<file path="src/rtl/core/dawu_pkg.sv">
// Shared types, constants and calendar helpers for the date add and weekday unit.
// No dependencies; used by dawu_ctrl, dawu_dp and the top level.
package dawu_pkg;

  localparam int unsigned YEAR_MIN    = 1900;
  localparam int unsigned YEAR_MAX    = 16383;
  localparam int unsigned CYCLE_YEARS = 400;
  localparam int unsigned CENTURY     = 100;
  localparam int unsigned ZEL_BIAS    = 355;  // 5 plus a multiple of 7, keeps the sum positive

  localparam logic [8:0] YEAR_MIN_R400 = 9'(YEAR_MIN % CYCLE_YEARS);
  localparam logic [8:0] CENT_1        = 9'(CENTURY);
  localparam logic [8:0] CENT_2        = 9'(2 * CENTURY);
  localparam logic [8:0] CENT_3        = 9'(3 * CENTURY);

  typedef enum logic [1:0] {
    OP_DAYS   = 2'd0,
    OP_MONTHS = 2'd1,
    OP_YEARS  = 2'd2,
    OP_NONE   = 2'd3
  } op_e;

  typedef enum logic [3:0] {
    ACT_IDLE,
    ACT_LOAD,
    ACT_CHECK,
    ACT_DAYS_INIT,
    ACT_WALK,
    ACT_DAYS_END,
    ACT_MONTHS,
    ACT_YEARS_DIV,
    ACT_YEARS_CHK,
    ACT_WDAY_DIV,
    ACT_ZELLER,
    ACT_OUT
  } act_e;

  typedef struct packed {
    act_e act;
    logic div_step;
  } cmd_t;

  typedef struct packed {
    op_e  op;
    logic div_done;
    logic walk_done;
    logic yr_in_range;
  } sts_t;

  // leap test from the year modulo 400
  function automatic logic is_leap(input logic [8:0] r400);
    return (r400[1:0] == 2'd0) && (r400 != CENT_1) && (r400 != CENT_2) && (r400 != CENT_3);
  endfunction

  function automatic logic [4:0] month_len(input logic [3:0] m, input logic leap);
    logic [4:0] len;
    case (m)
      4'd1, 4'd3, 4'd5, 4'd7, 4'd8, 4'd10, 4'd12: len = 5'd31;
      4'd4, 4'd6, 4'd9, 4'd11:                    len = 5'd30;
      4'd2:                                       len = leap ? 5'd29 : 5'd28;
      default:                                    len = 5'd0;
    endcase
    return len;
  endfunction

  // (13 * (m + 1)) / 5 for the shifted months 3 to 14
  function automatic logic [5:0] zel_month_term(input logic [3:0] m);
    logic [5:0] t;
    case (m)
      4'd3:    t = 6'd10;
      4'd4:    t = 6'd13;
      4'd5:    t = 6'd15;
      4'd6:    t = 6'd18;
      4'd7:    t = 6'd20;
      4'd8:    t = 6'd23;
      4'd9:    t = 6'd26;
      4'd10:   t = 6'd28;
      4'd11:   t = 6'd31;
      4'd12:   t = 6'd33;
      4'd13:   t = 6'd36;
      4'd14:   t = 6'd39;
      default: t = 6'd0;
    endcase
    return t;
  endfunction

  // 8 is 1 mod 7: fold octal digits, then one conditional subtract
  function automatic logic [2:0] mod7(input logic [9:0] x);
    logic [4:0] s1;
    logic [3:0] s2;
    s1 = 5'(x[2:0]) + 5'(x[5:3]) + 5'(x[8:6]) + 5'(x[9]);
    s2 = 4'(s1[2:0]) + 4'(s1[4:3]);
    return (s2 >= 4'd7) ? 3'(s2 - 4'd7) : s2[2:0];
  endfunction

endpackage

</file>
<file path="src/rtl/core/dawu_dp.sv">
// Datapath of the date add and weekday unit: date registers, month walker,
// divide-by-400 subtractor, Zeller sum and result word. Depends on dawu_pkg.
module dawu_dp (
  input  logic               clk_i,
  input  dawu_pkg::cmd_t     cmd_i,
  output dawu_pkg::sts_t     sts_o,
  input  logic [1:0]         op_i,
  input  logic [5:0]         in_day_i,
  input  logic [3:0]         in_month_i,
  input  logic [13:0]        in_year_i,
  input  logic signed [15:0] amount_i,
  output logic               ok_o,
  output logic               date_replaced_o,
  output logic [4:0]         out_day_o,
  output logic [3:0]         out_month_o,
  output logic [13:0]        out_year_o,
  output logic [2:0]         weekday_o
);

  dawu_pkg::op_e      op_q;
  logic signed [15:0] amt_q;
  logic [5:0]         id_q;
  logic [3:0]         im_q;
  logic [13:0]        iy_q;

  logic [4:0]         bd_q;
  logic [3:0]         bm_q;
  logic [13:0]        by_q;
  logic [8:0]         br_q;
  logic               repl_q;
  logic               ok_q;

  logic signed [16:0] wd_q;
  logic [3:0]         wm_q;
  logic [14:0]        wy_q;
  logic [8:0]         wr_q;

  logic [14:0]        dv_r_q;
  logic [5:0]         dv_q_q;
  logic [9:0]         zf_q;

  logic               dv_done;
  logic [8:0]         dv_r9;
  logic               in_ok;
  logic [4:0]         chk_d;
  logic [3:0]         chk_m;
  logic [13:0]        chk_y;
  logic [8:0]         chk_r;
  logic signed [16:0] amt_x;
  logic [4:0]         cur_ml;
  logic [8:0]         wr_inc;
  logic [8:0]         wr_dec;
  logic [3:0]         pm;
  logic [8:0]         pr;
  logic [4:0]         prev_ml;
  logic               walk_done;
  logic signed [16:0] ny_sum;
  logic               yr_in_range;
  logic signed [16:0] nm_sum;
  logic               months_ok;
  logic               years_ok;
  logic               wy_ok;
  logic               wk_early;
  logic [14:0]        wk_year;
  logic [3:0]         wk_mon;
  logic [1:0]         jq;
  logic [8:0]         jsub;
  logic [6:0]         kk;
  logic [7:0]         jj;
  logic [11:0]        zsum;

  assign dv_done = (dv_r_q < 15'(dawu_pkg::CYCLE_YEARS));
  assign dv_r9   = dv_r_q[8:0];

  // input date check
  assign in_ok = (iy_q >= 14'(dawu_pkg::YEAR_MIN)) && (im_q >= 4'd1) && (im_q <= 4'd12) &&
                 (id_q != 6'd0) &&
                 (id_q <= {1'b0, dawu_pkg::month_len(im_q, dawu_pkg::is_leap(dv_r9))});
  assign chk_d = in_ok ? id_q[4:0] : 5'd1;
  assign chk_m = in_ok ? im_q : 4'd1;
  assign chk_y = in_ok ? iy_q : 14'(dawu_pkg::YEAR_MIN);
  assign chk_r = in_ok ? dv_r9 : dawu_pkg::YEAR_MIN_R400;

  assign amt_x = {amt_q[15], amt_q};

  // month walk
  assign cur_ml  = dawu_pkg::month_len(wm_q, dawu_pkg::is_leap(wr_q));
  assign wr_inc  = (wr_q == 9'(dawu_pkg::CYCLE_YEARS - 1)) ? 9'd0 : wr_q + 9'd1;
  assign wr_dec  = (wr_q == 9'd0) ? 9'(dawu_pkg::CYCLE_YEARS - 1) : wr_q - 9'd1;
  assign pm      = (wm_q == 4'd1) ? 4'd12 : wm_q - 4'd1;
  assign pr      = (wm_q == 4'd1) ? wr_dec : wr_q;
  assign prev_ml = dawu_pkg::month_len(pm, dawu_pkg::is_leap(pr));

  always_comb begin
    if (amt_q > 16'sd0) begin
      walk_done = (wd_q <= $signed({12'd0, cur_ml}));
    end else if (amt_q < 16'sd0) begin
      walk_done = (wd_q > 17'sd0);
    end else begin
      walk_done = 1'b1;
    end
  end

  assign wy_ok = (wy_q >= 15'(dawu_pkg::YEAR_MIN)) && (wy_q <= 15'(dawu_pkg::YEAR_MAX));

  // month and year adds
  assign nm_sum    = $signed({13'd0, bm_q}) + amt_x;
  assign months_ok = (nm_sum >= 17'sd1) && (nm_sum <= 17'sd12) &&
                     (bd_q <= dawu_pkg::month_len(nm_sum[3:0], dawu_pkg::is_leap(br_q)));
  assign ny_sum      = $signed({3'd0, by_q}) + amt_x;
  assign yr_in_range = (ny_sum >= $signed(17'(dawu_pkg::YEAR_MIN))) &&
                       (ny_sum <= $signed(17'(dawu_pkg::YEAR_MAX)));
  assign years_ok    = (bd_q <= dawu_pkg::month_len(bm_q, dawu_pkg::is_leap(dv_r9)));

  // Zeller
  assign wk_early = (wm_q < 4'd3);
  assign wk_year  = wy_q - {14'd0, wk_early};
  assign wk_mon   = wk_early ? wm_q + 4'd12 : wm_q;

  always_comb begin
    priority if (dv_r9 >= dawu_pkg::CENT_3) begin
      jq   = 2'd3;
      jsub = dawu_pkg::CENT_3;
    end else if (dv_r9 >= dawu_pkg::CENT_2) begin
      jq   = 2'd2;
      jsub = dawu_pkg::CENT_2;
    end else if (dv_r9 >= dawu_pkg::CENT_1) begin
      jq   = 2'd1;
      jsub = dawu_pkg::CENT_1;
    end else begin
      jq   = 2'd0;
      jsub = 9'd0;
    end
  end

  assign kk   = 7'(dv_r9 - jsub);
  assign jj   = {dv_q_q, jq};
  assign zsum = 12'(wd_q[4:0]) + 12'(dawu_pkg::zel_month_term(wk_mon)) + 12'(kk) +
                12'(kk[6:2]) + 12'(jj[7:2]) + 12'(dawu_pkg::ZEL_BIAS) - {3'd0, jj, 1'b0};

  // divide by 400: quotient and remainder, one subtract per step
  always_ff @(posedge clk_i) begin
    if (cmd_i.act == dawu_pkg::ACT_LOAD) begin
      dv_r_q <= {1'b0, in_year_i};
      dv_q_q <= 6'd0;
    end else if (cmd_i.act == dawu_pkg::ACT_YEARS_DIV) begin
      dv_r_q <= ny_sum[14:0];
      dv_q_q <= 6'd0;
    end else if (cmd_i.act == dawu_pkg::ACT_WDAY_DIV) begin
      dv_r_q <= wk_year;
      dv_q_q <= 6'd0;
    end else if (cmd_i.div_step && !dv_done) begin
      dv_r_q <= dv_r_q - 15'(dawu_pkg::CYCLE_YEARS);
      dv_q_q <= dv_q_q + 6'd1;
    end
  end

  always_ff @(posedge clk_i) begin
    unique case (cmd_i.act)
      dawu_pkg::ACT_IDLE, dawu_pkg::ACT_YEARS_DIV, dawu_pkg::ACT_WDAY_DIV: begin
      end
      dawu_pkg::ACT_LOAD: begin
        op_q  <= dawu_pkg::op_e'(op_i);
        amt_q <= amount_i;
        id_q  <= in_day_i;
        im_q  <= in_month_i;
        iy_q  <= in_year_i;
        ok_q  <= 1'b0;
      end
      dawu_pkg::ACT_CHECK: begin
        bd_q   <= chk_d;
        bm_q   <= chk_m;
        by_q   <= chk_y;
        br_q   <= chk_r;
        repl_q <= !in_ok;
        wd_q   <= {12'd0, chk_d};
        wm_q   <= chk_m;
        wy_q   <= {1'b0, chk_y};
        wr_q   <= chk_r;
      end
      dawu_pkg::ACT_DAYS_INIT: begin
        wd_q <= $signed({12'd0, bd_q}) + amt_x;
      end
      dawu_pkg::ACT_WALK: begin
        if (amt_q > 16'sd0) begin
          wd_q <= wd_q - $signed({12'd0, cur_ml});
          if (wm_q == 4'd12) begin
            wm_q <= 4'd1;
            wy_q <= wy_q + 15'd1;
            wr_q <= wr_inc;
          end else begin
            wm_q <= wm_q + 4'd1;
          end
        end else begin
          wd_q <= wd_q + $signed({12'd0, prev_ml});
          wm_q <= pm;
          wr_q <= pr;
          if (wm_q == 4'd1) begin
            wy_q <= wy_q - 15'd1;
          end
        end
      end
      dawu_pkg::ACT_DAYS_END: begin
        ok_q <= wy_ok;
        if (!wy_ok) begin
          wd_q <= {12'd0, bd_q};
          wm_q <= bm_q;
          wy_q <= {1'b0, by_q};
          wr_q <= br_q;
        end
      end
      dawu_pkg::ACT_MONTHS: begin
        ok_q <= months_ok;
        if (months_ok) begin
          wm_q <= nm_sum[3:0];
        end
      end
      dawu_pkg::ACT_YEARS_CHK: begin
        ok_q <= years_ok;
        if (years_ok) begin
          wy_q <= ny_sum[14:0];
          wr_q <= dv_r9;
        end
      end
      dawu_pkg::ACT_ZELLER: begin
        zf_q <= zsum[9:0];
      end
      dawu_pkg::ACT_OUT: begin
        ok_o            <= ok_q;
        date_replaced_o <= repl_q;
        out_day_o       <= wd_q[4:0];
        out_month_o     <= wm_q;
        out_year_o      <= wy_q[13:0];
        weekday_o       <= dawu_pkg::mod7(zf_q);
      end
      default: begin
      end
    endcase
  end

  assign sts_o.op          = op_q;
  assign sts_o.div_done    = dv_done;
  assign sts_o.walk_done   = walk_done;
  assign sts_o.yr_in_range = yr_in_range;

endmodule

</file>
<file path="src/rtl/core/dawu_ctrl.sv">
// Controller of the date add and weekday unit: sequences check, operation,
// weekday and output word. Depends on dawu_pkg; drives dawu_dp by commands.
module dawu_ctrl (
  input  logic           clk_i,
  input  logic           rst_ni,
  input  logic           in_valid_i,
  output logic           in_stall_o,
  output logic           out_valid_o,
  input  logic           out_stall_i,
  input  dawu_pkg::sts_t sts_i,
  output dawu_pkg::cmd_t cmd_o
);

  localparam logic [3:0] S_IDLE   = 4'd0;
  localparam logic [3:0] S_VDIV   = 4'd1;
  localparam logic [3:0] S_CHECK  = 4'd2;
  localparam logic [3:0] S_DISP   = 4'd3;
  localparam logic [3:0] S_WALK   = 4'd4;
  localparam logic [3:0] S_DEND   = 4'd5;
  localparam logic [3:0] S_YDIV   = 4'd6;
  localparam logic [3:0] S_YCHK   = 4'd7;
  localparam logic [3:0] S_WSTART = 4'd8;
  localparam logic [3:0] S_WDIV   = 4'd9;
  localparam logic [3:0] S_ZEL    = 4'd10;
  localparam logic [3:0] S_OUT    = 4'd11;

  logic [3:0] state_q;
  logic [3:0] state_d;
  logic       out_valid_q;
  logic       out_valid_d;

  always_comb begin
    state_d         = state_q;
    out_valid_d     = out_valid_q && out_stall_i;
    cmd_o.act       = dawu_pkg::ACT_IDLE;
    cmd_o.div_step  = 1'b0;
    unique case (state_q)
      S_IDLE: begin
        if (in_valid_i) begin
          cmd_o.act = dawu_pkg::ACT_LOAD;
          state_d   = S_VDIV;
        end
      end
      S_VDIV: begin
        if (sts_i.div_done) begin
          state_d = S_CHECK;
        end else begin
          cmd_o.div_step = 1'b1;
        end
      end
      S_CHECK: begin
        cmd_o.act = dawu_pkg::ACT_CHECK;
        state_d   = S_DISP;
      end
      S_DISP: begin
        unique case (sts_i.op)
          dawu_pkg::OP_DAYS: begin
            cmd_o.act = dawu_pkg::ACT_DAYS_INIT;
            state_d   = S_WALK;
          end
          dawu_pkg::OP_MONTHS: begin
            cmd_o.act = dawu_pkg::ACT_MONTHS;
            state_d   = S_WSTART;
          end
          dawu_pkg::OP_YEARS: begin
            if (sts_i.yr_in_range) begin
              cmd_o.act = dawu_pkg::ACT_YEARS_DIV;
              state_d   = S_YDIV;
            end else begin
              state_d = S_WSTART;
            end
          end
          default: begin
            state_d = S_WSTART;
          end
        endcase
      end
      S_WALK: begin
        if (sts_i.walk_done) begin
          state_d = S_DEND;
        end else begin
          cmd_o.act = dawu_pkg::ACT_WALK;
        end
      end
      S_DEND: begin
        cmd_o.act = dawu_pkg::ACT_DAYS_END;
        state_d   = S_WSTART;
      end
      S_YDIV: begin
        if (sts_i.div_done) begin
          state_d = S_YCHK;
        end else begin
          cmd_o.div_step = 1'b1;
        end
      end
      S_YCHK: begin
        cmd_o.act = dawu_pkg::ACT_YEARS_CHK;
        state_d   = S_WSTART;
      end
      S_WSTART: begin
        cmd_o.act = dawu_pkg::ACT_WDAY_DIV;
        state_d   = S_WDIV;
      end
      S_WDIV: begin
        if (sts_i.div_done) begin
          state_d = S_ZEL;
        end else begin
          cmd_o.div_step = 1'b1;
        end
      end
      S_ZEL: begin
        cmd_o.act = dawu_pkg::ACT_ZELLER;
        state_d   = S_OUT;
      end
      S_OUT: begin
        if (!out_valid_q || !out_stall_i) begin
          cmd_o.act   = dawu_pkg::ACT_OUT;
          out_valid_d = 1'b1;
          state_d     = S_IDLE;
        end
      end
      default: begin
        state_d = S_IDLE;
      end
    endcase
  end

  always_ff @(posedge clk_i or negedge rst_ni) begin
    if (!rst_ni) begin
      state_q     <= S_IDLE;
      out_valid_q <= 1'b0;
    end else begin
      state_q     <= state_d;
      out_valid_q <= out_valid_d;
    end
  end

  assign in_stall_o  = (state_q != S_IDLE);
  assign out_valid_o = out_valid_q;

`ifndef NO_ASSERTIONS
  a_out_from_done: assert property (@(posedge clk_i) disable iff (!rst_ni)
    $rose(out_valid_q) |-> $past(state_q) == S_OUT)
    else $error("result word raised outside the output state");

  a_accept_starts: assert property (@(posedge clk_i) disable iff (!rst_ni)
    (in_valid_i && !in_stall_o) |=> (state_q == S_VDIV) && in_stall_o)
    else $error("accepted word did not start the date check");

  a_walk_holds: assert property (@(posedge clk_i) disable iff (!rst_ni)
    (state_q == S_WALK && !sts_i.walk_done) |=> state_q == S_WALK)
    else $error("month walk left before it finished");

  a_out_wait: assert property (@(posedge clk_i) disable iff (!rst_ni)
    (state_q == S_OUT && out_valid_q && out_stall_i) |=> state_q == S_OUT)
    else $error("result overwritten while the previous word was stalled");
`endif

endmodule

</file>
<file path="src/rtl/core/date_add_and_weekday_unit.sv">
// Top level of the date add and weekday unit: dawu_ctrl plus dawu_dp; needs dawu_pkg.
// Steps: accept, divide the year by 400, check, then a month walk for a day add (one
//   month per cycle, up to about 1080 months) or a divide by 400 of the new year for an
//   in-range year add; then a divide by 400 for the weekday, Zeller sum and output.
//   Each quotient by 400 is at most 40. A new word is taken once the result sits in
//   the output register. Reset clears the controller and output valid only.
module date_add_and_weekday_unit (
  input  logic               clk_i,
  input  logic               rst_ni,
  input  logic               in_valid_i,
  output logic               in_stall_o,
  input  logic [1:0]         op_i,
  input  logic [5:0]         in_day_i,
  input  logic [3:0]         in_month_i,
  input  logic [13:0]        in_year_i,
  input  logic signed [15:0] amount_i,
  output logic               out_valid_o,
  input  logic               out_stall_i,
  output logic               ok_o,
  output logic               date_replaced_o,
  output logic [4:0]         out_day_o,
  output logic [3:0]         out_month_o,
  output logic [13:0]        out_year_o,
  output logic [2:0]         weekday_o
);

  dawu_pkg::cmd_t cmd;
  dawu_pkg::sts_t sts;

  dawu_ctrl u_ctrl (
    .clk_i       (clk_i),
    .rst_ni      (rst_ni),
    .in_valid_i  (in_valid_i),
    .in_stall_o  (in_stall_o),
    .out_valid_o (out_valid_o),
    .out_stall_i (out_stall_i),
    .sts_i       (sts),
    .cmd_o       (cmd)
  );

  dawu_dp u_dp (
    .clk_i           (clk_i),
    .cmd_i           (cmd),
    .sts_o           (sts),
    .op_i            (op_i),
    .in_day_i        (in_day_i),
    .in_month_i      (in_month_i),
    .in_year_i       (in_year_i),
    .amount_i        (amount_i),
    .ok_o            (ok_o),
    .date_replaced_o (date_replaced_o),
    .out_day_o       (out_day_o),
    .out_month_o     (out_month_o),
    .out_year_o      (out_year_o),
    .weekday_o       (weekday_o)
  );

endmodule
</file>
<file path="config.mk">
export PLATFORM = sky130hd
export DESIGN_NAME = date_add_and_weekday_unit
export DESIGN_NICKNAME = d
export VERILOG_FILES = /design/src/rtl/core/dawu_pkg.sv /design/src/rtl/core/dawu_dp.sv /design/src/rtl/core/dawu_ctrl.sv /design/src/rtl/core/date_add_and_weekday_unit.sv
export SDC_FILE = /design/constraint.sdc
export NUM_CORES = 1
export LEC_CHECK = 0
export BUFFER_PORTS_ARGS = -buffer_cell sky130_fd_sc_hd__buf_4
export CAP_MARGIN = 40
export CORE_MARGIN = 3
export CORE_UTILIZATION = 53
export CTS_BUF_LIST = sky130_fd_sc_hd__clkbuf_8
export DETAILED_ROUTE_END_ITERATION = 8
export GPL_ROUTABILITY_DRIVEN = 0
export PLACE_DENSITY = 0.71
export SLEW_MARGIN = 20
export SYNTH_ARGS = -nofsm -noshare
export SYNTH_HDL_FRONTEND = slang
export SYNTH_HIERARCHICAL = 1
export SYNTH_SLANG_ARGS = --single-unit
</file>
<file path="constraint.sdc">
create_clock -name clk_i -period 8.7 [get_ports clk_i]
set_clock_uncertainty 0.2 [all_clocks]
set_input_delay 2.61 -clock clk_i [delete_from_list [all_inputs] [get_ports clk_i]]
set_output_delay 2.61 -clock clk_i [all_outputs]
set_load 0.01 [all_outputs]
</file>
==> results of run 1 <==
[through the flow]
step                cell area, sq um  hold slack [ns]  setup WS, ns  cells
floorplan                      14500            0.200          2.11   1486
global placement               15200            0.222          2.01   1841
detailed placement             15300            0.226          2.00   1845
CTS                            15700            0.251          1.93   1877
global route                   15700            0.261          1.57   1881
finish                         15700            0.241          1.92   1881
[area by class of cell]
type	count	area (sq um)	share of cell area, %
multi-input combinational	1140	8330	53.1
sequential	185	5460	34.8
timing repair buffer	96	749	4.78
tap	335	419	2.67
inverter	93	349	2.22
clock buffer	17	234	1.49
clock inverter	15	154	0.981
[kinds of logic after synthesis]
logic type	Yosys count	share of synthesized area [%]
AND/OR/NAND/NOR	460	16.1
AO/OA/AOI/OAI	415	19.6
flip-flops	185	37.7
buffers and inverters	161	5.03
adder cells (fa/ha/maj)	140	13.8
XOR/XNOR	114	6.90
multiplexers	11	0.796
[flip-flops by register name, indices dropped and copies added (netlist names), 2 cells and up]
| name | count |
|---|---|
| u_ctrl/state_q | 4 |
| u_dp/out_month_o | 4 |
| u_dp/weekday_o | 3 |
| u_dp/out_day_o | 5 |
| u_dp/wr_q | 9 |
| u_dp/wd_q | 17 |
| u_dp/op_q | 2 |
| u_dp/amt_q | 16 |
| u_dp/im_q | 4 |
| u_dp/wy_q | 15 |
| u_dp/by_q | 14 |
| u_dp/dv_r_q | 15 |
| u_dp/zf_q | 10 |
| u_dp/br_q | 9 |
| u_dp/id_q | 6 |
| u_dp/out_year_o | 14 |
| u_dp/iy_q | 14 |
| u_dp/bm_q | 4 |
| u_dp/bd_q | 5 |
| u_dp/wm_q | 4 |
| u_dp/dv_q_q | 6 |
[layer usage]
metal	up-vias	part of all wire (%)
met1	5738	42
li1	5638	-
met5	-	0
met4	0	2.6
met3	88	8.5
met2	614	47
[worst paths after layout]
path	depth (start not counted)	start	slack (ns)	to
worst max-delay path	18	u_dp/amt_q[0]	1.92	u_dp/wd_q[3]
worst min-delay path	0	u_dp/repl_q	0.24	u_dp/date_replaced_o
worst max register to register	18	u_dp/amt_q[0]	1.92	u_dp/wd_q[3]
worst min register to register	0	u_dp/repl_q	0.24	u_dp/date_replaced_o
max in group asynchronous	1	rst_ni	6.49	u_ctrl/out_valid_o
min in group asynchronous	1	rst_ni	1.71	u_ctrl/state_q[1]
[worst register-to-register path, stage by stage, from the launching register on]
cell	delay (ns)
edfxtp_1	0.49
ha_1	0.29
fa_1	0.44
a211oi_1	0.41
o21bai_1	0.13
a21oi_1	0.18
xor2_1	0.12
o31ai_1	0.33
nand4_1	0.17
a311oi_1	0.67
nor2b_1	0.13
or4_4	0.51
o21a_1	0.13
o22ai_2	0.65
nand2_1	0.41
or3_1	0.61
o21ai_1	0.36
o211ai_1	0.16
o21a_1	0.14
[synthesized netlist by cell type (14+ instances only)]
master and n:
clkbuf_1 31, buf_2 14, edfxtp_1 173, nor4_1 15, a21o_1 19, xnor2_1 69, fa_1 33, a22oi_1 16
nand2b_1 28, o21a_1 20, a21oi_1 79, nor3_1 36, nor2_1 114, ha_1 107, xor2_1 45, o211ai_1 21
inv_1 91, o22ai_1 30, nand2_1 120, o21ai_0 78, and3_1 14, nand3_1 29, and2_1 20
==> flow_summary.json, run 1 <==
{
  "status": "complete, no violations",
  "report.final.slew_viol_count": 0,
  "clock_latency_ns": 0.48,
  "mostFrequentLayoutCells": "173 x edfxtp_1, 120 x nand2_1, 113 x nor2_1, 107 x ha_1, 93 x buf_4",
  "drv_cap": 0,
  "synth_edf_count": 173,
  "dr.first_iter.drc_count": 1425,
  "grt_max_degree": 64,
  "fillers": 2236,
  "cp-start-kind": "register",
  "syn_area_sq_um": 14500,
  "clk_pin_slew_worst_paths_ns": 0.10,
  "cts_made_buffers": 17,
  "crit_fanout": 18,
  "ys.flop_type": "edfxtp_1",
  "die-height_um": 171,
  "cts_tree": "done",
  "setup_viol": 0,
  "hpwl_mm": 29.7,
  "first_pass_iters": 6,
  "post_cts_buffers": 0,
  "portBuffers": 75,
  "mostFrequentLayoutCell": "edfxtp_1",
  "grt_antenna_before_repair": 0,
  "holdCritPathClass": "register to register",
  "synth-seq-cells": 185,
  "async_flop_share_pct": 2.70,
  "cts_num_sinks": 185,
  "final.setup.tns_ns": 0,
  "cpMostUsedCell": "o21a_1",
  "fin_crit_sh_pct": 77.9,
  "critPathRequiredTime_ns": 8.74,
  "hold_buffers": 0,
  "drive_above_1_share_pct": 10.5,
  "top_usage_layer": "met2",
  "grt_use_met1_pct": 36.8,
  "track_usage_pct": 26.5,
  "drcViolationCount": 0,
  "start_util_pct": 54.7,
  "ys_warn_count": 6,
  "ys_seq_area_share_pct": 37.7,
  "pin_count": 76,
  "grt_pass1_wl_mm": 61.4,
  "syn2layout_area_growth_pct": 8.49,
  "utilization_pct": 59.4,
  "worst_pin_slew_ns": 0.885,
  "core.rowCount": 59,
  "die_w_um": 171,
  "yosys-top-cells-area": "edfxtp_1 36%, ha_1 9.3%, fa_1 4.6%",
  "cpMaxStageDelayCell": "a311oi_1",
  "path_cells": "ha_1, fa_1, a211oi_1, o21bai_1, a21oi_1, xor2_1, o31ai_1, nand4_1, a311oi_1, nor2b_1, or4_4, o21a_1, o22ai_2, nand2_1, or3_1, o21ai_1, o211ai_1, o21a_1",
  "final_nets": 1719,
  "vias": 12100,
  "cp_slowest_stage_delay_ns": 0.67,
  "maxSlewHeadroom_pct": 40.8,
  "dieArea_sq_um": 29300,
  "n_antenna_cell": 0,
  "synth_top_area_share_pct": 35.9,
  "design.core.area_sq_um": 26400,
  "wl_per_cell_um": 20.8,
  "critPathArrivalTime_ns": 6.81,
  "final_period_minus_worst_setup_slack_ns": 6.78,
  "grt_overflow": 0,
  "syn_avg_cell_area_sq_um": 9.74,
  "endpoint_kind": "register",
  "final_antenna_net_count": 0,
  "path_buf_inv": 0,
  "syn-num-nets": 1672,
  "met2_usage_pct": 42.8,
  "yosys.area.top_type": "edfxtp_1",
  "finalHoldViolCount": 0,
  "vias_per_cell": 6.42,
  "fmax_mhz": 148,
  "cts_root_buffer": "clkbuf_8",
  "synth_cell_type_count": 91,
  "met3_usage_pct": 4.78,
  "drt-total-wl_mm": 39.2,
  "grt_pass1_vias": 11400,
  "cp_top_family": "compound AO/OA/AOI/OAI gates",
  "cts_resized": 0,
  "htree_levels": 4,
  "clock_path_buffers": 2,
  "rsz0062_at_grt": "no",
  "syn_inst": 1486,
  "critical_path_class": "register to register"
}
Power of run 1 is not shown: default switching activity piles up to over one toggle a cycle in this logic, so the estimate is an artifact.
==> inputs of run 2 (changes only) <==
--- a/config.mk
+++ b/config.mk
@@ -5,6 +5,7 @@
 export SDC_FILE = /design/constraint.sdc
 export NUM_CORES = 1
 export LEC_CHECK = 0
+export ABC_AREA = 1
 export BUFFER_PORTS_ARGS = -buffer_cell sky130_fd_sc_hd__buf_4
 export CAP_MARGIN = 40
 export CORE_MARGIN = 3
@@ -12,7 +13,7 @@
 export CTS_BUF_LIST = sky130_fd_sc_hd__clkbuf_8
 export DETAILED_ROUTE_END_ITERATION = 8
 export GPL_ROUTABILITY_DRIVEN = 0
-export PLACE_DENSITY = 0.71
+export PLACE_DENSITY = 0.73
 export SLEW_MARGIN = 20
 export SYNTH_ARGS = -nofsm -noshare
 export SYNTH_HDL_FRONTEND = slang
==> constraint.sdc (replaced) <==
create_clock -name clk_i -period 5.8 [get_ports clk_i]
set_clock_uncertainty 0.2 [all_clocks]
set_input_delay 1.74 -clock clk_i [delete_from_list [all_inputs] [get_ports clk_i]]
set_output_delay 1.74 -clock clk_i [all_outputs]
set_load 0.01 [all_outputs]
==> flow_summary.json, run 2 <==
{
  "yosys-top-cells-area": "edfxtp_1 34%, nand2_1 14%, ha_1 8.7%",
  "drive_above_1_share_pct": 10.1,
  "critPathArrivalTime_ns": 5.53,
  "synth-seq-cells": 185,
  "yosysMostFrequentCell": "nand2_1",
  "final.setup.tns_ns": 0,
  "setup_viol": 0,
  "post_cts_buffers": 0,
  "worst_r2r_endpoint": "u_dp/zf_q[8]",
  "status": "complete, no violations",
  "start_util_pct": 54.4,
  "design.core.area_sq_um": 28200,
  "finalHoldViolCount": 0,
  "n_antenna_cell": 0,
  "drv_cap": 0,
  "cts_num_sinks": 185,
  "utilization_pct": 59.7,
  "top_regs": "u_dp/wd_q (17), u_dp/amt_q (16)",
  "vias": 14200,
  "hold_buffers": 0,
  "netlist_top_cells_count": "558 x nand2_1, 268 x inv_1, 203 x nor2_1",
  "final_antenna_net_count": 0,
  "post_layout_nonfiller_instances": 2488,
  "regMostFlops": "u_dp/wd_q",
  "dr.first_iter.drc_count": 1494,
  "clk_pin_slew_worst_paths_ns": 0.12,
  "maxSlewHeadroom_pct": 51.0,
  "fin_crit_sh_pct": 94.3,
  "grt_overflow": 0,
  "synth_top_area_share_pct": 33.9,
  "syn_inst": 2021,
  "min_to": "u_dp/date_replaced_o",
  "grt_antenna_before_repair": 0,
  "core.rowCount": 61,
  "cts_made_buffers": 17,
  "yosys.area.top_type": "edfxtp_1",
  "ys.flop_type": "edfxtp_1",
  "syn_avg_cell_area_sq_um": 7.58,
  "syn-num-nets": 2207,
  "first_pass_iters": 5,
  "cts_root_buffer": "clkbuf_8",
  "endpoint_kind": "register",
  "synth_edf_count": 173,
  "cp-start-kind": "register",
  "drcViolationCount": 0,
  "vias_per_cell": 5.70,
  "critical_path_class": "register to register",
  "pre_cts_ws_ns": 0.256,
  "syn2layout_area_growth_pct": 9.64,
  "largest_reg_flops": 17,
  "grt_pass1_vias": 13100,
  "clock_latency_ns": 0.49,
  "grt_max_degree": 53,
  "drt-total-wl_mm": 42.8,
  "mostFrequentLayoutCells": "558 x nand2_1, 268 x inv_1, 198 x nor2_1, 173 x edfxtp_1, 144 x nand3_1",
  "final_nets": 2283,
  "die_w_um": 176,
  "final_period_minus_worst_setup_slack_ns": 5.47,
  "hold_start": "u_dp/repl_q",
  "ys_warn_count": 6,
  "holdCritPathClass": "register to register",
  "ys_seq_area_share_pct": 35.6,
  "async_flop_share_pct": 2.70,
  "track_usage_pct": 27.4,
  "critPathRequiredTime_ns": 5.86,
  "grt_pass1_wl_mm": 67.8,
  "clock_path_buffers": 2,
  "dieArea_sq_um": 31000,
  "die-height_um": 176,
  "fmax_mhz": 183,
  "portBuffers": 75,
  "hpwl_mm": 33.6,
  "finalWorstSetupSlack_ns": 0.330,
  "r2r_slack_ns": 0.33,
  "htree_levels": 4,
  "report.final.slew_viol_count": 0,
  "r2r.worst_path.cells": 24,
  "rr_startpoint": "u_dp/dv_r_q[5]",
  "mostFrequentLayoutCell": "nand2_1",
  "dp_cells": 2455,
  "worst_pin_slew_ns": 0.729,
  "synth_cell_type_count": 59,
  "pin_count": 76,
  "cts_tree": "done",
  "min_path_cells": 0,
  "syn_area_sq_um": 15300,
  "crit_fanout": 5,
  "wl_per_cell_um": 17.2
}
## run 2: changes by cell type after synthesis, sizes merged, moves of 16 or more
cell / before / now
nand2: 120 / 565
inv: 93 / 285
nand3: 29 / 150
nor2: 114 / 212
xnor2: 69 / 13
clkbuf: 38 / 7
nand2b: 28 / 0
a21oi: 79 / 105
o22ai: 31 / 7
nand4: 11 / 34
and2: 21 / 2
o21a: 20 / 3
a21o: 19 / 3
## run 2: worst max-delay path by stage
stage                               from         endpoint  slack, ns  cells past startpoint
after detailed placement    u_dp/wm_q[3]  u_dp/dv_r_q[10]       0.26                     24
final                     u_dp/dv_r_q[5]     u_dp/zf_q[8]       0.33                     24
after global placement    u_dp/dv_r_q[5]     u_dp/zf_q[8]       0.41                     24
after global routing        u_dp/wm_q[3]     u_dp/zf_q[7]      -0.02                     25
after floorplan             u_dp/wm_q[2]     u_dp/wd_q[0]       0.28                     23
after CTS                   u_dp/wm_q[3]  u_dp/dv_r_q[11]       0.21                     24
## run 2: final cells by class
type | instances | area (sq um)
Clock buffer | 18 | 248
Clock inverter | 14 | 176
Fill cell | 2480 | 11400
Inverter | 285 | 1070
Multi-Input combinational cell | 1508 | 8610
Sequential cell | 185 | 5460
Tap cell | 378 | 473
Timing Repair Buffer | 100 | 763
## run 2: critical path, cell delays in order, from the launching register on
cell and delay, ns:
edfxtp_1 0.47, ha_1 0.24, nand2_1 0.08, nor3_1 0.05
nand3_1 0.10, o311ai_0 0.17, nand2_1 0.10, nand2_1 0.06
ha_1 0.21, fa_1 0.41, xnor2_1 0.45, inv_1 0.20
fa_1 0.52, inv_1 0.05, fa_1 0.46, fa_1 0.55
inv_1 0.07, ha_4 0.29, nand2_1 0.05, nand2_1 0.05
nand2_1 0.07, a21oi_2 0.15, nor2_1 0.06, o21ai_1 0.13
xor2_1 0.08
## run 2: logic make-up after synthesis
family,Yosys count,share of synthesized area (%)
AO/OA/AOI/OAI,276,10.4
XOR/XNOR,52,2.97
adder cells (fa/ha/maj),140,13.0
buffers and inverters,328,8.68
flip-flops,185,35.6
multiplexers,1,0.0735
AND/OR/NAND/NOR,1039,29.2
## run 2: routing by layer
layer	global-route usage, %	vias up	part of all wire, %
li1	-	6870	-
met1	38.9	6492	43
met2	42.5	736	44
met3	4.39	96	9.2
met4	10.2	0	3.6
met5	0	-	0
## run 2: per-stage QoR
step           hold WS (ns)  cell area [sq um]
2_1_floorplan         0.200              15300
3_3_place_gp          0.251              16300
3_5_place_dp          0.254              16300
4_1_cts               0.284              16700
5_1_grt               0.279              16800
6_report              0.272              16800
## run 2: timing repair
action                     CTS  global route
gates resized for setup      0            10
hold endpoints to repair     0             0
setup endpoints to repair    0            51
Power of run 2 is left out for the same reason.
==> inputs of run 3 (changes only) <==
--- a/config.mk
+++ b/config.mk
@@ -8,14 +8,17 @@
 export ABC_AREA = 1
 export BUFFER_PORTS_ARGS = -buffer_cell sky130_fd_sc_hd__buf_4
 export CAP_MARGIN = 40
+export CELL_PAD_IN_SITES_DETAIL_PLACEMENT = 0
+export CELL_PAD_IN_SITES_GLOBAL_PLACEMENT = 1
 export CORE_MARGIN = 3
-export CORE_UTILIZATION = 53
+export CORE_UTILIZATION = 43
 export CTS_BUF_LIST = sky130_fd_sc_hd__clkbuf_8
 export DETAILED_ROUTE_END_ITERATION = 8
 export GPL_ROUTABILITY_DRIVEN = 0
-export PLACE_DENSITY = 0.73
+export PLACE_DENSITY_LB_ADDON = 0.1
 export SLEW_MARGIN = 20
 export SYNTH_ARGS = -nofsm -noshare
 export SYNTH_HDL_FRONTEND = slang
 export SYNTH_HIERARCHICAL = 1
 export SYNTH_SLANG_ARGS = --single-unit
+export TNS_END_PERCENT = 100
==> flow_summary.json, run 3 (synthesis results as in run 2) <==
{
  "grt_pass1_wl_mm": 71.5,
  "maxSlewHeadroom_pct": 48.0,
  "grt_overflow": 0,
  "pin_count": 76,
  "cts_made_buffers": 17,
  "die_w_um": 195,
  "start_util_pct": 44.0,
  "cts_root_buffer": "clkbuf_8",
  "status": "complete, no violations",
  "mostFrequentLayoutCells": "558 x nand2_1, 267 x inv_1, 199 x nor2_1, 173 x edfxtp_1, 144 x nand3_1",
  "core.rowCount": 68,
  "min_to": "u_dp/date_replaced_o",
  "top_regs": "u_dp/wd_q (17), u_dp/amt_q (16)",
  "drive_above_1_share_pct": 10.7,
  "clock_latency_ns": 0.52,
  "hold_start": "u_dp/repl_q",
  "holdCritPathClass": "register to register",
  "fin_crit_sh_pct": 93.2,
  "regMostFlops": "u_dp/wd_q",
  "dr.first_iter.drc_count": 1147,
  "dieArea_sq_um": 37900,
  "utilization_pct": 48.8,
  "htree_levels": 4,
  "setup_viol": 0,
  "crit_fanout": 5,
  "final_area_sq_um": 17000,
  "vias_per_cell": 5.32,
  "hpwl_mm": 36.8,
  "cpMaxStageDelayCell": "fa_1",
  "drv_cap": 0,
  "finalHoldViolCount": 0,
  "cts_tree": "done",
  "worst_r2r_endpoint": "u_dp/zf_q[8]",
  "cp-start-kind": "register",
  "grt_max_degree": 37,
  "final_antenna_net_count": 0,
  "clk_pin_slew_worst_paths_ns": 0.12,
  "fmax_mhz": 185,
  "drcViolationCount": 0,
  "pre_cts_ws_ns": 0.0595,
  "cp_slowest_stage_delay_ns": 0.56,
  "largest_reg_flops": 17,
  "n_antenna_cell": 0,
  "r2r_slack_ns": 0.39,
  "syn2layout_area_growth_pct": 10.8,
  "drt-total-wl_mm": 45.5,
  "grt_antenna_before_repair": 0,
  "design.core.area_sq_um": 34800,
  "report.final.slew_viol_count": 0,
  "rr_startpoint": "u_dp/dv_r_q[0]",
  "final_nets": 2297,
  "dpl_cell_area_sq_um": 16500,
  "critPathRequiredTime_ns": 5.87,
  "critPathArrivalTime_ns": 5.48,
  "portBuffers": 75,
  "first_pass_iters": 7,
  "mostFrequentLayoutCell": "nand2_1",
  "final_period_minus_worst_setup_slack_ns": 5.41,
  "min_path_cells": 0,
  "vias": 13700,
  "cts_num_sinks": 185,
  "worst_pin_slew_ns": 0.775,
  "die-height_um": 195,
  "track_usage_pct": 23.9,
  "clock_path_buffers": 2,
  "grt_pass1_vias": 13000,
  "critical_path_class": "register to register",
  "r2r.worst_path.cells": 21,
  "whs_ns": 0.228,
  "finalWorstSetupSlack_ns": 0.392,
  "path_cells": "nor2_1, nand3_1, nor4_2, a21oi_1, nand2_1, ha_1, fa_2, fa_1, fa_1, inv_1, fa_1, inv_1, fa_1, o21ai_1, nand2_1, nand2_1, nand2_1, a21oi_2, nor2_1, o21ai_1, xor2_1",
  "endpoint_kind": "register",
  "wl_per_cell_um": 17.6
}
## run 3: routing by layer
| metal | part of all wire [%] | up-vias | wire (um) | global-route usage, % |
|---|---|---|---|---|
| li1 | - | 6910 | - | - |
| met1 | 47 | 6376 | 21600 | 33.7 |
| met2 | 45 | 373 | 20700 | 38.5 |
| met3 | 4.7 | 57 | 2120 | 3.24 |
| met4 | 2.4 | 0 | 1110 | 7.42 |
| met5 | 0 | - | 0 | 0 |
## run 3: worst max path at each step
stage | from | end | slack [ns] | cells past startpoint
final | u_dp/dv_r_q[0] | u_dp/zf_q[8] | 0.39 | 21
after global routing | u_dp/wm_q[3] | u_dp/zf_q[7] | -0.001 | 26
after CTS | u_dp/wm_q[1] | u_dp/dv_r_q[8] | 0.04 | 24
after detailed placement | u_dp/wm_q[1] | u_dp/dv_r_q[10] | 0.06 | 24
after global placement | u_dp/dv_r_q[5] | u_dp/zf_q[8] | 0.30 | 24
after floorplan | u_dp/wm_q[2] | u_dp/wd_q[0] | 0.28 | 23
## run 3: area by class of cell
| cell class | count | area (sq um) |
|---|---|---|
| fill | 3472 | 17800 |
| sequential | 185 | 5460 |
| tap | 455 | 569 |
| multi-input combinational | 1508 | 8610 |
| timing repair buffer | 114 | 856 |
| inverter | 285 | 1070 |
| clock buffer | 18 | 248 |
| clock inverter | 14 | 160 |
## run 3: stage by stage
stage                TNS, ns  std cells
floorplan                  0       2021
global placement           0       2542
detailed placement         0       2542
CTS                        0       2574
global route        -0.00107       2579
finish                     0       2579
## run 3: timing repair
item / CTS / global route
hold buffers: 0 / 0
gates resized for setup: 0 / 14
setup endpoints to repair: 0 / 147
setup buffers: 0 / 4
## run 3: critical path, delay by kind of cell, from the launching register on
kind                     cells  cell delay [ns]
XOR/XNOR                     1             0.08
AND/OR/NAND/NOR              8             0.97
AO/OA/AOI/OAI                4             0.61
flip-flops                   1             0.53
adder cells (fa/ha/maj)      6             2.65
buffers and inverters        2             0.11
Power of run 3 is left out for the same reason.
